$ cat src/hdl/mmc_pkg.sv
// ----------------------------------------------------------------------------
// mmc_pkg
// Shared types, codes and constants of the min/max magnetometer calibrator.
// ----------------------------------------------------------------------------
package mmc_pkg;

  // Default sample width of the raw magnetometer counts.
  localparam int SAMPLE_BITS_DEF = 16;

  // Width of the raw sample fields on the stream.
  localparam int MAG_FIELD_W = 16;

  // Number of axes and the width of an axis index.
  localparam int NUM_AXES = 3;
  localparam int AXIS_W = 2;
  localparam logic [AXIS_W-1:0] LAST_AXIS = AXIS_W'(NUM_AXES - 1);

  // Configuration register widths and reset values.
  localparam int TARGET_W = 16;
  localparam int UT_W = 24;
  localparam logic [TARGET_W-1:0] TARGET_RESET = 16'd500;
  localparam logic [UT_W-1:0] UT_RESET = 24'd65536;

  // Configuration register indexes.
  localparam logic REG_TARGET_COUNT = 1'b0;
  localparam logic REG_UT_PER_COUNT = 1'b1;

  // Reported phase codes.
  localparam logic [2:0] PH_IDLE = 3'd0;
  localparam logic [2:0] PH_START = 3'd1;
  localparam logic [2:0] PH_COLLECT = 3'd2;
  localparam logic [2:0] PH_COMPUTE = 3'd3;
  localparam logic [2:0] PH_DONE = 3'd4;

  // Scale factors are unsigned Q2.14.
  localparam int SCALE_W = 16;

  // Scale division: 16 quotient bits plus one bit that flags overflow.
  localparam int DIV_STEPS = SCALE_W + 1;

  // Field product split: width of the low part of the magnitude.
  localparam int MAG_LO_W = 17;
  localparam int ROUND_BIAS = 16384;
  localparam int FIELD_W = 32;
  localparam logic [FIELD_W-1:0] FIELD_MAX = 32'h7FFF_FFFF;
  localparam logic [FIELD_W-1:0] FIELD_MIN = 32'h8000_0000;

  // Built-in calibration, offsets in half counts and scales in Q2.14.
  localparam int DFLT_OFF_HALF [NUM_AXES] = '{10, -7, 15};
  localparam logic [SCALE_W-1:0] DFLT_SCALE [NUM_AXES] = '{16'd15353, 16'd15633, 16'd18516};

  // Commands from the controller to the datapath.
  typedef struct packed {
    logic              take_sample;
    logic              clear_stats;
    logic              collect;
    logic              load_dflt;
    logic              cal_begin;
    logic              div_load;
    logic              div_step;
    logic              div_store;
    logic              mul_abs;
    logic              mul_mag;
    logic              mul_part;
    logic              mul_fin;
    logic              out_load;
    logic              out_valid;
    logic [2:0]        out_phase;
    logic [AXIS_W-1:0] axis;
  } mmc_cmd_t;

  // Status from the datapath to the controller.
  typedef struct packed {
    logic count_hit;
  } mmc_sts_t;

endpackage

$ cat src/hdl/magnetometer_minmax_calibrator_unit.sv
// ----------------------------------------------------------------------------
// magnetometer_minmax_calibrator_unit
// Min/max hard- and soft-iron calibration of a three-axis magnetometer.
// ----------------------------------------------------------------------------
// Every request carries one raw X/Y/Z sample and yields exactly one result
// request. After reset the unit is idle: the first request without start_req
// loads built-in offsets and scales and reports phase done with zero fields.
// A request with start_req set clears the per-axis minimum, maximum and sample
// count and enters collecting; the sample itself is not used. While collecting,
// each sample widens the per-axis min/max until the programmed target count of
// samples has been seen, then the next request computes offset = (max+min)/2
// and the scale of each axis as the mean half span over its own half span
// (saturating when an axis never moved). In the done phase each request
// returns the calibrated field (raw - offset) * scale * ut_per_count as
// saturated signed Q15.16 microtesla with valid_res set; all other requests
// return zero fields with valid_res clear. The phase after the request is
// returned in every result.
// Sequencing: one request is worked on at a time. Idle, start and collecting
// requests go from acceptance through the push state to the result register;
// a done request takes four steps per axis through the two-stage field
// multiply; the compute request runs the bit-serial divider that produces
// 17 quotient bits per axis, one per cycle, with a load and a store step
// around each axis. The result register lets a new request be accepted
// while the previous result still waits to be taken.
// Configuration may be written whenever no request is outstanding.
// ----------------------------------------------------------------------------
module magnetometer_minmax_calibrator_unit #(
  parameter int SAMPLE_BITS = mmc_pkg::SAMPLE_BITS_DEF
) (
  input  logic                      clk,
  input  logic                      rst,
  // Sample requests.
  input  logic                      s_axis_tvalid,
  output logic                      s_axis_tready,
  input  logic [47:0]               s_axis_tdata,  // mag_x, mag_y, mag_z
  input  logic [0:0]                s_axis_tuser,  // start_req
  // Result requests.
  output logic                      m_axis_tvalid,
  input  logic                      m_axis_tready,
  output logic [95:0]               m_axis_tdata,  // field_x, field_y, field_z
  output logic [3:0]                m_axis_tuser,  // valid_res, phase[2:0]
  // Configuration writes.
  input  logic                      cfg_we,
  input  logic                      cfg_index,
  input  logic [mmc_pkg::UT_W-1:0]  cfg_data
);

  mmc_pkg::mmc_cmd_t cmd;
  mmc_pkg::mmc_sts_t sts;

  // The controller owns the phase machine and both handshakes.
  mmc_ctrl u_ctrl (
    .clk       (clk),
    .rst       (rst),
    .s_valid   (s_axis_tvalid),
    .start_req (s_axis_tuser[0]),
    .s_ready   (s_axis_tready),
    .m_valid   (m_axis_tvalid),
    .m_ready   (m_axis_tready),
    .sts       (sts),
    .cmd       (cmd)
  );

  // The datapath holds the statistics, the calibration and the result register.
  mmc_dp #(
    .SAMPLE_BITS (SAMPLE_BITS)
  ) u_dp (
    .clk       (clk),
    .rst       (rst),
    .cfg_we    (cfg_we),
    .cfg_index (cfg_index),
    .cfg_data  (cfg_data),
    .mag       (s_axis_tdata),
    .cmd       (cmd),
    .sts       (sts),
    .out_data  (m_axis_tdata),
    .out_user  (m_axis_tuser)
  );

endmodule

$ cat src/hdl/mmc_ctrl.sv
// ----------------------------------------------------------------------------
// mmc_ctrl
// Controller: calibration phase, request handshake and step sequencing.
// ----------------------------------------------------------------------------
module mmc_ctrl (
  input  logic              clk,
  input  logic              rst,
  input  logic              s_valid,
  input  logic              start_req,
  output logic              s_ready,
  output logic              m_valid,
  input  logic              m_ready,
  input  mmc_pkg::mmc_sts_t sts,
  output mmc_pkg::mmc_cmd_t cmd
);

  localparam int CNT_W = $clog2(mmc_pkg::DIV_STEPS);
  localparam logic [CNT_W-1:0] CNT_LAST = CNT_W'(mmc_pkg::DIV_STEPS - 1);

  typedef enum logic [8:0] {
    ST_WAIT   = 9'b000000001,
    ST_DLOAD  = 9'b000000010,
    ST_DSTEP  = 9'b000000100,
    ST_DSTORE = 9'b000001000,
    ST_MABS   = 9'b000010000,
    ST_MMAG   = 9'b000100000,
    ST_MPART  = 9'b001000000,
    ST_MFIN   = 9'b010000000,
    ST_PUSH   = 9'b100000000
  } seq_state_t;

  typedef enum logic [4:0] {
    CP_IDLE    = 5'b00001,
    CP_START   = 5'b00010,
    CP_COLLECT = 5'b00100,
    CP_COMPUTE = 5'b01000,
    CP_DONE    = 5'b10000
  } cal_phase_t;

  seq_state_t                  state, state_next;
  cal_phase_t                  cal_phase, cal_phase_next;
  logic [mmc_pkg::AXIS_W-1:0]  axis, axis_next;
  logic [CNT_W-1:0]            cnt, cnt_next;
  logic                        res_valid, res_valid_next;
  logic                        m_valid_next;

  function automatic logic [2:0] phase_code(input cal_phase_t p);
    logic [2:0] c;
    unique case (p)
      CP_START:   c = mmc_pkg::PH_START;
      CP_COLLECT: c = mmc_pkg::PH_COLLECT;
      CP_COMPUTE: c = mmc_pkg::PH_COMPUTE;
      CP_DONE:    c = mmc_pkg::PH_DONE;
      default:    c = mmc_pkg::PH_IDLE;
    endcase
    return c;
  endfunction

  always_comb begin
    state_next     = state;
    cal_phase_next = cal_phase;
    axis_next      = axis;
    cnt_next       = cnt;
    res_valid_next = res_valid;
    s_ready        = 1'b0;
    cmd            = '0;
    cmd.axis       = axis;
    cmd.out_valid  = res_valid;
    cmd.out_phase  = phase_code(cal_phase);

    unique case (state)
      ST_WAIT: begin
        s_ready = 1'b1;
        if (s_valid) begin
          cmd.take_sample = 1'b1;
          axis_next       = '0;
          res_valid_next  = 1'b0;
          state_next      = ST_PUSH;
          if (start_req) begin
            cmd.clear_stats = 1'b1;
            cal_phase_next  = CP_COLLECT;
          end else begin
            unique case (cal_phase)
              CP_START: begin
                cmd.clear_stats = 1'b1;
                cal_phase_next  = CP_COLLECT;
              end
              CP_COLLECT: begin
                cmd.collect = 1'b1;
                if (sts.count_hit) begin
                  cal_phase_next = CP_COMPUTE;
                end
              end
              CP_COMPUTE: begin
                cmd.cal_begin  = 1'b1;
                cal_phase_next = CP_DONE;
                state_next     = ST_DLOAD;
              end
              CP_DONE: begin
                res_valid_next = 1'b1;
                state_next     = ST_MABS;
              end
              default: begin
                cmd.load_dflt  = 1'b1;
                cal_phase_next = CP_DONE;
              end
            endcase
          end
        end
      end
      ST_DLOAD: begin
        cmd.div_load = 1'b1;
        cnt_next     = '0;
        state_next   = ST_DSTEP;
      end
      ST_DSTEP: begin
        cmd.div_step = 1'b1;
        if (cnt == CNT_LAST) begin
          state_next = ST_DSTORE;
        end else begin
          cnt_next = cnt + 1'b1;
        end
      end
      ST_DSTORE: begin
        cmd.div_store = 1'b1;
        if (axis == mmc_pkg::LAST_AXIS) begin
          state_next = ST_PUSH;
        end else begin
          axis_next  = axis + 1'b1;
          state_next = ST_DLOAD;
        end
      end
      ST_MABS: begin
        cmd.mul_abs = 1'b1;
        state_next  = ST_MMAG;
      end
      ST_MMAG: begin
        cmd.mul_mag = 1'b1;
        state_next  = ST_MPART;
      end
      ST_MPART: begin
        cmd.mul_part = 1'b1;
        state_next   = ST_MFIN;
      end
      ST_MFIN: begin
        cmd.mul_fin = 1'b1;
        if (axis == mmc_pkg::LAST_AXIS) begin
          state_next = ST_PUSH;
        end else begin
          axis_next  = axis + 1'b1;
          state_next = ST_MABS;
        end
      end
      ST_PUSH: begin
        if (!m_valid || m_ready) begin
          cmd.out_load = 1'b1;
          state_next   = ST_WAIT;
        end
      end
      default: begin
        state_next = ST_WAIT;
      end
    endcase
  end

  always_comb begin
    if (cmd.out_load) begin
      m_valid_next = 1'b1;
    end else if (m_ready) begin
      m_valid_next = 1'b0;
    end else begin
      m_valid_next = m_valid;
    end
  end

  always_ff @(posedge clk) begin
    if (rst) begin
      state     <= ST_WAIT;
      cal_phase <= CP_IDLE;
      axis      <= '0;
      cnt       <= '0;
      res_valid <= 1'b0;
      m_valid   <= 1'b0;
    end else begin
      state     <= state_next;
      cal_phase <= cal_phase_next;
      axis      <= axis_next;
      cnt       <= cnt_next;
      res_valid <= res_valid_next;
      m_valid   <= m_valid_next;
    end
  end

endmodule

$ cat src/hdl/mmc_dp.sv
// ----------------------------------------------------------------------------
// mmc_dp
// Datapath: min/max tracking, scale division, field products, output register.
// ----------------------------------------------------------------------------
module mmc_dp #(
  parameter int SAMPLE_BITS = mmc_pkg::SAMPLE_BITS_DEF
) (
  input  logic                                            clk,
  input  logic                                            rst,
  input  logic                                            cfg_we,
  input  logic                                            cfg_index,
  input  logic [mmc_pkg::UT_W-1:0]                        cfg_data,
  input  logic [mmc_pkg::NUM_AXES-1:0][mmc_pkg::MAG_FIELD_W-1:0] mag,
  input  mmc_pkg::mmc_cmd_t                               cmd,
  output mmc_pkg::mmc_sts_t                               sts,
  output logic [mmc_pkg::NUM_AXES*mmc_pkg::FIELD_W-1:0]   out_data,
  output logic [3:0]                                      out_user
);

  localparam int SB     = SAMPLE_BITS;
  localparam int NA     = mmc_pkg::NUM_AXES;
  localparam int OFF_W  = SB + 2;
  localparam int SUM_W  = SB + 2;
  localparam int NUM_W  = SB + 17;
  localparam int SX6_W  = SB + 3;
  localparam int DSH_W  = SX6_W + mmc_pkg::SCALE_W;
  localparam int D_W    = SB + 3;
  localparam int DABS_W = SB + 2;
  localparam int MAG_W  = SB + 17;
  localparam int LO_W   = mmc_pkg::MAG_LO_W;
  localparam int HI_W   = MAG_W - LO_W;
  localparam int UT_W   = mmc_pkg::UT_W;
  localparam int PLO_W  = LO_W + UT_W;
  localparam int PHI_W  = HI_W + UT_W;
  localparam int TOT_W  = MAG_W + UT_W + 1;
  localparam int R_W    = TOT_W - 15;
  localparam int Q_W    = mmc_pkg::DIV_STEPS;
  localparam int SC_W   = mmc_pkg::SCALE_W;
  localparam int FW     = mmc_pkg::FIELD_W;
  localparam int TW     = mmc_pkg::TARGET_W;

  // Configuration.
  logic [TW-1:0]   target;
  logic [UT_W-1:0] ut;

  // Collection statistics and calibration.
  logic signed [SB-1:0]    amin [NA];
  logic signed [SB-1:0]    amax [NA];
  logic [TW-1:0]           count;
  logic signed [OFF_W-1:0] off [NA];
  logic [SC_W-1:0]         scale [NA];
  logic [SB-1:0]           span [NA];

  // Sample as seen by the calibration, and the captured copy.
  logic signed [SB-1:0]    raw_in [NA];
  logic signed [SB-1:0]    raw_s [NA];

  // Divider.
  logic [NUM_W-1:0] rem;
  logic [DSH_W-1:0] dsh;
  logic [Q_W-1:0]   quo;

  // Field products.
  logic [DABS_W-1:0] d_abs;
  logic              neg;
  logic [MAG_W-1:0]  magn;
  logic [PLO_W-1:0]  plo;
  logic [PHI_W-1:0]  phi;
  logic [FW-1:0]     field_res [NA];

  // Output register.
  logic [FW-1:0] out_field [NA];
  logic          out_valid_res;
  logic [2:0]    out_phase;

  // Combinational helpers.
  logic [TW-1:0]         cnt_inc;
  logic signed [SB:0]    diff_c [NA];
  logic [SUM_W-1:0]      sum_c;
  logic [NUM_W-1:0]      sx3_c;
  logic [SX6_W-1:0]      sx6_c;
  logic signed [D_W-1:0] d_c;
  logic [TOT_W-1:0]      tot_c;
  logic [R_W-1:0]        r_c;
  logic [FW-1:0]         fin_c;

  // Samples wider than the field read the field as an unsigned count.
  for (genvar a = 0; a < NA; a++) begin : g_raw
    if (SB <= mmc_pkg::MAG_FIELD_W) begin : g_narrow
      assign raw_in[a] = mag[a][SB-1:0];
    end else begin : g_wide
      assign raw_in[a] = {{(SB - mmc_pkg::MAG_FIELD_W){1'b0}}, mag[a]};
    end
  end

  always_comb begin
    cnt_inc = (count == '1) ? count : count + 1'b1;
    sts.count_hit = (cnt_inc >= target);
    for (int i = 0; i < NA; i++) begin
      diff_c[i] = (SB + 1)'(amax[i]) - (SB + 1)'(amin[i]);
    end
    sum_c = SUM_W'(span[0]) + SUM_W'(span[1]) + SUM_W'(span[2]);
    sx3_c = NUM_W'(span[cmd.axis]) + NUM_W'({span[cmd.axis], 1'b0});
    sx6_c = SX6_W'({span[cmd.axis], 1'b0}) + SX6_W'({span[cmd.axis], 2'b00});
    d_c   = D_W'(raw_s[cmd.axis]) + D_W'(raw_s[cmd.axis]) - D_W'(off[cmd.axis]);
    tot_c = TOT_W'({phi, {LO_W{1'b0}}}) + TOT_W'(plo) + TOT_W'(mmc_pkg::ROUND_BIAS);
    r_c   = tot_c[TOT_W-1:15];
    if (neg) begin
      fin_c = (r_c > R_W'(mmc_pkg::FIELD_MIN)) ? mmc_pkg::FIELD_MIN : (~r_c[FW-1:0] + 1'b1);
    end else begin
      fin_c = (r_c > R_W'(mmc_pkg::FIELD_MAX)) ? mmc_pkg::FIELD_MAX : r_c[FW-1:0];
    end
  end

  // Configuration and statistics, which the phase machine relies on.
  always_ff @(posedge clk) begin
    if (rst) begin
      target <= mmc_pkg::TARGET_RESET;
      ut     <= mmc_pkg::UT_RESET;
      count  <= '0;
      for (int i = 0; i < NA; i++) begin
        amin[i] <= {1'b0, {(SB - 1){1'b1}}};
        amax[i] <= {1'b1, {(SB - 1){1'b0}}};
      end
    end else begin
      if (cfg_we) begin
        unique case (cfg_index)
          mmc_pkg::REG_TARGET_COUNT: target <= cfg_data[TW-1:0];
          mmc_pkg::REG_UT_PER_COUNT: ut     <= cfg_data;
        endcase
      end
      if (cmd.clear_stats) begin
        count <= '0;
        for (int i = 0; i < NA; i++) begin
          amin[i] <= {1'b0, {(SB - 1){1'b1}}};
          amax[i] <= {1'b1, {(SB - 1){1'b0}}};
        end
      end else if (cmd.collect) begin
        count <= cnt_inc;
        for (int i = 0; i < NA; i++) begin
          if (raw_in[i] < amin[i]) begin
            amin[i] <= raw_in[i];
          end
          if (raw_in[i] > amax[i]) begin
            amax[i] <= raw_in[i];
          end
        end
      end
    end
  end

  // Calibration, divider and field arithmetic.
  always_ff @(posedge clk) begin
    if (cmd.take_sample) begin
      for (int i = 0; i < NA; i++) begin
        raw_s[i] <= raw_in[i];
      end
    end
    if (cmd.load_dflt) begin
      for (int i = 0; i < NA; i++) begin
        off[i]   <= OFF_W'(mmc_pkg::DFLT_OFF_HALF[i]);
        scale[i] <= mmc_pkg::DFLT_SCALE[i];
      end
    end
    if (cmd.cal_begin) begin
      for (int i = 0; i < NA; i++) begin
        off[i]  <= OFF_W'(amax[i]) + OFF_W'(amin[i]);
        span[i] <= diff_c[i][SB] ? '0 : diff_c[i][SB-1:0];
      end
    end
    if (cmd.div_load) begin
      rem <= NUM_W'({sum_c, 15'b0}) + sx3_c;
      dsh <= {sx6_c, {mmc_pkg::SCALE_W{1'b0}}};
    end
    if (cmd.div_step) begin
      if (DSH_W'(rem) >= dsh) begin
        rem <= rem - NUM_W'(dsh);
        quo <= {quo[Q_W-2:0], 1'b1};
      end else begin
        quo <= {quo[Q_W-2:0], 1'b0};
      end
      dsh <= dsh >> 1;
    end
    if (cmd.div_store) begin
      scale[cmd.axis] <= quo[Q_W-1] ? '1 : quo[SC_W-1:0];
    end
    if (cmd.mul_abs) begin
      neg   <= d_c[D_W-1];
      d_abs <= d_c[D_W-1] ? DABS_W'(-d_c) : DABS_W'(d_c);
    end
    if (cmd.mul_mag) begin
      magn <= MAG_W'(d_abs) * MAG_W'(scale[cmd.axis]);
    end
    if (cmd.mul_part) begin
      plo <= PLO_W'(magn[LO_W-1:0]) * PLO_W'(ut);
      phi <= PHI_W'(magn[MAG_W-1:LO_W]) * PHI_W'(ut);
    end
    if (cmd.mul_fin) begin
      field_res[cmd.axis] <= fin_c;
    end
    if (cmd.out_load) begin
      out_valid_res <= cmd.out_valid;
      out_phase     <= cmd.out_phase;
      for (int i = 0; i < NA; i++) begin
        out_field[i] <= cmd.out_valid ? field_res[i] : '0;
      end
    end
  end

  assign out_data = {out_field[2], out_field[1], out_field[0]};
  assign out_user = {out_phase, out_valid_res};

endmodule
$ cat config.mk
export PLATFORM = sky130hd
export DESIGN_NAME = magnetometer_minmax_calibrator_unit
export DESIGN_NICKNAME = d
export VERILOG_FILES = /design/src/hdl/mmc_pkg.sv /design/src/hdl/magnetometer_minmax_calibrator_unit.sv /design/src/hdl/mmc_ctrl.sv /design/src/hdl/mmc_dp.sv
export SDC_FILE = /design/constraint.sdc
export NUM_CORES = 2
export LEC_CHECK = 0
export BUFFER_PORTS_ARGS = -buffer_cell sky130_fd_sc_hd__clkbuf_2
export CAP_MARGIN = 10
export CORE_AREA = 8 8 566 568
export CTS_CLUSTER_SIZE = 25
export DETAILED_ROUTE_END_ITERATION = 12
export DIE_AREA = 0 0 574 576
export GPL_TIMING_DRIVEN = 0
export HOLD_SLACK_MARGIN = 0.06
export SLEW_MARGIN = 10
export SYNTH_ARGS = -nofsm -noshare
export SYNTH_HDL_FRONTEND = slang
export SYNTH_SLANG_ARGS = --single-unit
$ cat constraint.sdc
create_clock -name clk -period 8.6 [get_ports clk]
set_clock_uncertainty 0.05 [all_clocks]
set_input_delay 1.72 -clock clk [delete_from_list [all_inputs] [get_ports clk]]
set_output_delay 1.72 -clock clk [all_outputs]
set_load 0.05 [all_outputs]
==> run metrics <==
status completed; crit path DAT 8.59 ns; fin. max-slew vios 0; WS Path Type reg2reg; Reg clk slew, reported paths 0.06 ns; pwr dens 158 nW/um2; die height 576 um; Critical Path Source Type register; Leak Pwr 37.5 nW; synthesized flop and latch total 787; RR Startpoint u_dp.ut[6]; Hold Crit Class reg2reg; worst-margin pin slew 1.11 ns; maximum VDD drop 0.000164 V; top cells by count, synth inv_1, nand2_1, fa_1; First-pass DRT Iterations 6; GR Util met2 0.213; FF-to-FF path depth 25; post-synth top area cell edfxtp_1; worst-case hold path end point u_ctrl.cnt[4]; worst endpoint required time 8.98 ns; top-count cell post-synth inv_1; GRT Max-Usage Layer met2; CP Buf/Inv Count 5; vias per inst 4.47; r2r endpoint u_dp.phi[33]; Top FF cell, synth edfxtp_1; Slowest-stage cell, CP dfxtp_1; hold-critical path depth 1; clock share of power 0.281; fmax 122 MHz; Mapped Cells 7988; DP Worst Slack -1.07 ns; met1 Track Usage GR 0.166; CP endpoint kind register; Die Span X 574 um; RePlAce Congestion 0.922; first-pass GRT wire length 334 mm; Core ar. 311000 um2; Distinct cells, synth 99; Port Buffers 178; detailed placement HPWL 176 mm; sequential fraction of the synthesis area 0.290; Bufs on Longest Clock Path 3; Final ANT Viol Nets 0; Synth async-reset ratio 0; Worst path top cell family by delay adder cells; Logic pwr share 0.383; final setup fails 0; CP peak stage delay 0.73 ns; Hold Slack 0.399 ns; Hold Path Origin u_ctrl.cnt[4]; Worst-Skew Late Latency 0.73 ns; final worst slack 0.385 ns; CTS tree yes; Final Hold Fails 0; count of boundary I/O pins 181; syn nets 9601; post-route DRC violation count 0; post-synth top area share 0.261; Post-synth EDFFs 673; RSZ-0062 raised after global routing no; internal power 0.00878 W; DR vias 55781; number of global-route vias before repair 57196; # rows 205; largest net degree at the start of global routing 58; total CTS buffers 86; Max-slew headroom 0.263; switching power share of the total 0.361; Psw 0.00496 W; Mapped Area 77500 um2; root buf cell clkbuf_16; area delta synth->final 12.2%; Mean Syn Cell Area 9.70 um2; gr usage total 0.127; met3 Use GR 0.0259; die area 331000 um2; r2r setup slk 0.38 ns; Yosys warning total 0; Final #Nets 9882; max cap viols 0; routed len/inst 17.2 um; H-tree levels 3; grt total ovfl 0; sequential share of power 0.335; Starting Density 0.249; CTS Sinks 787; crit-path max FO 10; initial drt markers 4090; Crit path top cell by count fa_1; initial antenna violation count 9; top post-synthesis cells by area edfxtp_1, fa_1, ha_1; drt total wl 215 mm; fillers 32761; min cycle time layout 8.22 ns; crit share post-route 0.955; share of cells above drive strength 1 0.0572
## layer usage
metal / vias up / share of wire
met5: - / 0.00011
met4: 4 / 0.031
met3: 346 / 0.070
met2: 1716 / 0.46
met1: 27177 / 0.44
li1: 26538 / -
## power by group through the flow
stage | combinational [W] | sequential (W) | clock (W)
detailed placement | 0.00527 | 0.00469 | 0
CTS | 0.00532 | 0.00461 | 0.00397
global placement | 0.00521 | 0.00471 | 0
finish | 0.00527 | 0.00461 | 0.00387
global route | 0.00596 | 0.00462 | 0.00410
floorplan | 0.00365 | 0.00476 | 0
## worst max path at each step
stage	start	end	cells after the start
floorplan	register	u_dp.magn[31]	26
global placement	register	u_dp.magn[31]	23
detailed placement	register	u_dp.magn[31]	28
CTS	u_dp.ut[9]	u_dp.phi[33]	24
global route	u_dp.ut[5]	u_dp.plo[38]	24
finish	u_dp.ut[6]	u_dp.phi[33]	25
## per-stage QoR
| stage | total power, W | util | instance area, um2 | TNS (ns) | cells |
|---|---|---|---|---|---|
| after floorplan | 0.00841 | - | 77500 | 0 | 7988 |
| after global placement | 0.00992 | 0.269 | 83500 | -133.03 | 12306 |
| after detailed placement | 0.00996 | 0.270 | 83900 | -10.62 | 12328 |
| after CTS | 0.0139 | 0.279 | 86900 | 0 | 12483 |
| after global routing | 0.0147 | 0.280 | 86900 | 0 | 12482 |
| final | 0.0137 | 0.280 | 86900 | 0 | 12487 |
## cells in the final DEF (no fill, tap or decap), drive strengths merged, types with 58 or more instances in the layout
master / instances
a21o: 116
a21oi: 381
and2: 592
clkbuf: 556
dfxtp: 114
edfxtp: 673
fa: 866
ha: 668
inv: 1310
mux2i: 58
nand2: 1024
nand2b: 100
nand3: 73
nor2: 361
nor2b: 96
nor3: 92
o21ai: 248
xnor2: 197
xor2: 81
## logic make-up (layout without fill, tap and decap cells)
| family | after synthesis | count (layout) | synth area share |
|---|---|---|---|
| xor+xnor | 278 | 278 | 0.0314 |
| other cells | 0 | 7 | 0 |
| fa+ha+maj | 1534 | 1534 | 0.332 |
| compound gates | 1106 | 1106 | 0.0901 |
| mux | 79 | 79 | 0.0129 |
| buf+inv | 1618 | 1970 | 0.0800 |
| flops | 787 | 787 | 0.290 |
| simple gates | 2586 | 2586 | 0.164 |
## repair_timing
action | in CTS | in global routing
gates resized for setup | 12 | 41
buffers inserted | 0 | 0
endpoints found under the setup margin | 24 | 15
hold buffers | 0 | 0
## sequential cells by signal, indices dropped and copies added, names as in the netlist, 40 cells and up, named ones only
| register | cells |
|---|---|
| u_dp.field_res | 96 |
| u_dp.out_field | 96 |
| u_dp.scale | 64 |
| u_dp.off | 51 |
| u_dp.amax | 48 |
| u_dp.amin | 48 |
| u_dp.raw_s | 48 |
| u_dp.span | 48 |
| u_dp.phi | 40 |
## area by class of cell
cell class	instances	area (um2)	area share
Tap cell	4140	5180	0.0596
Timing Repair Buffer	200	1250	0.0144
Clock buffer	99	2200	0.0253
Buffer	310	1320	0.0152
Sequential cell	787	22500	0.259
Multi-Input combinational cell	5583	48800	0.562
Inverter	1301	4880	0.0562
Antenna cell	7	17.5	0.000202
Clock inverter	60	727	0.00836
Note: power is estimated with default switching activity, not from simulation.
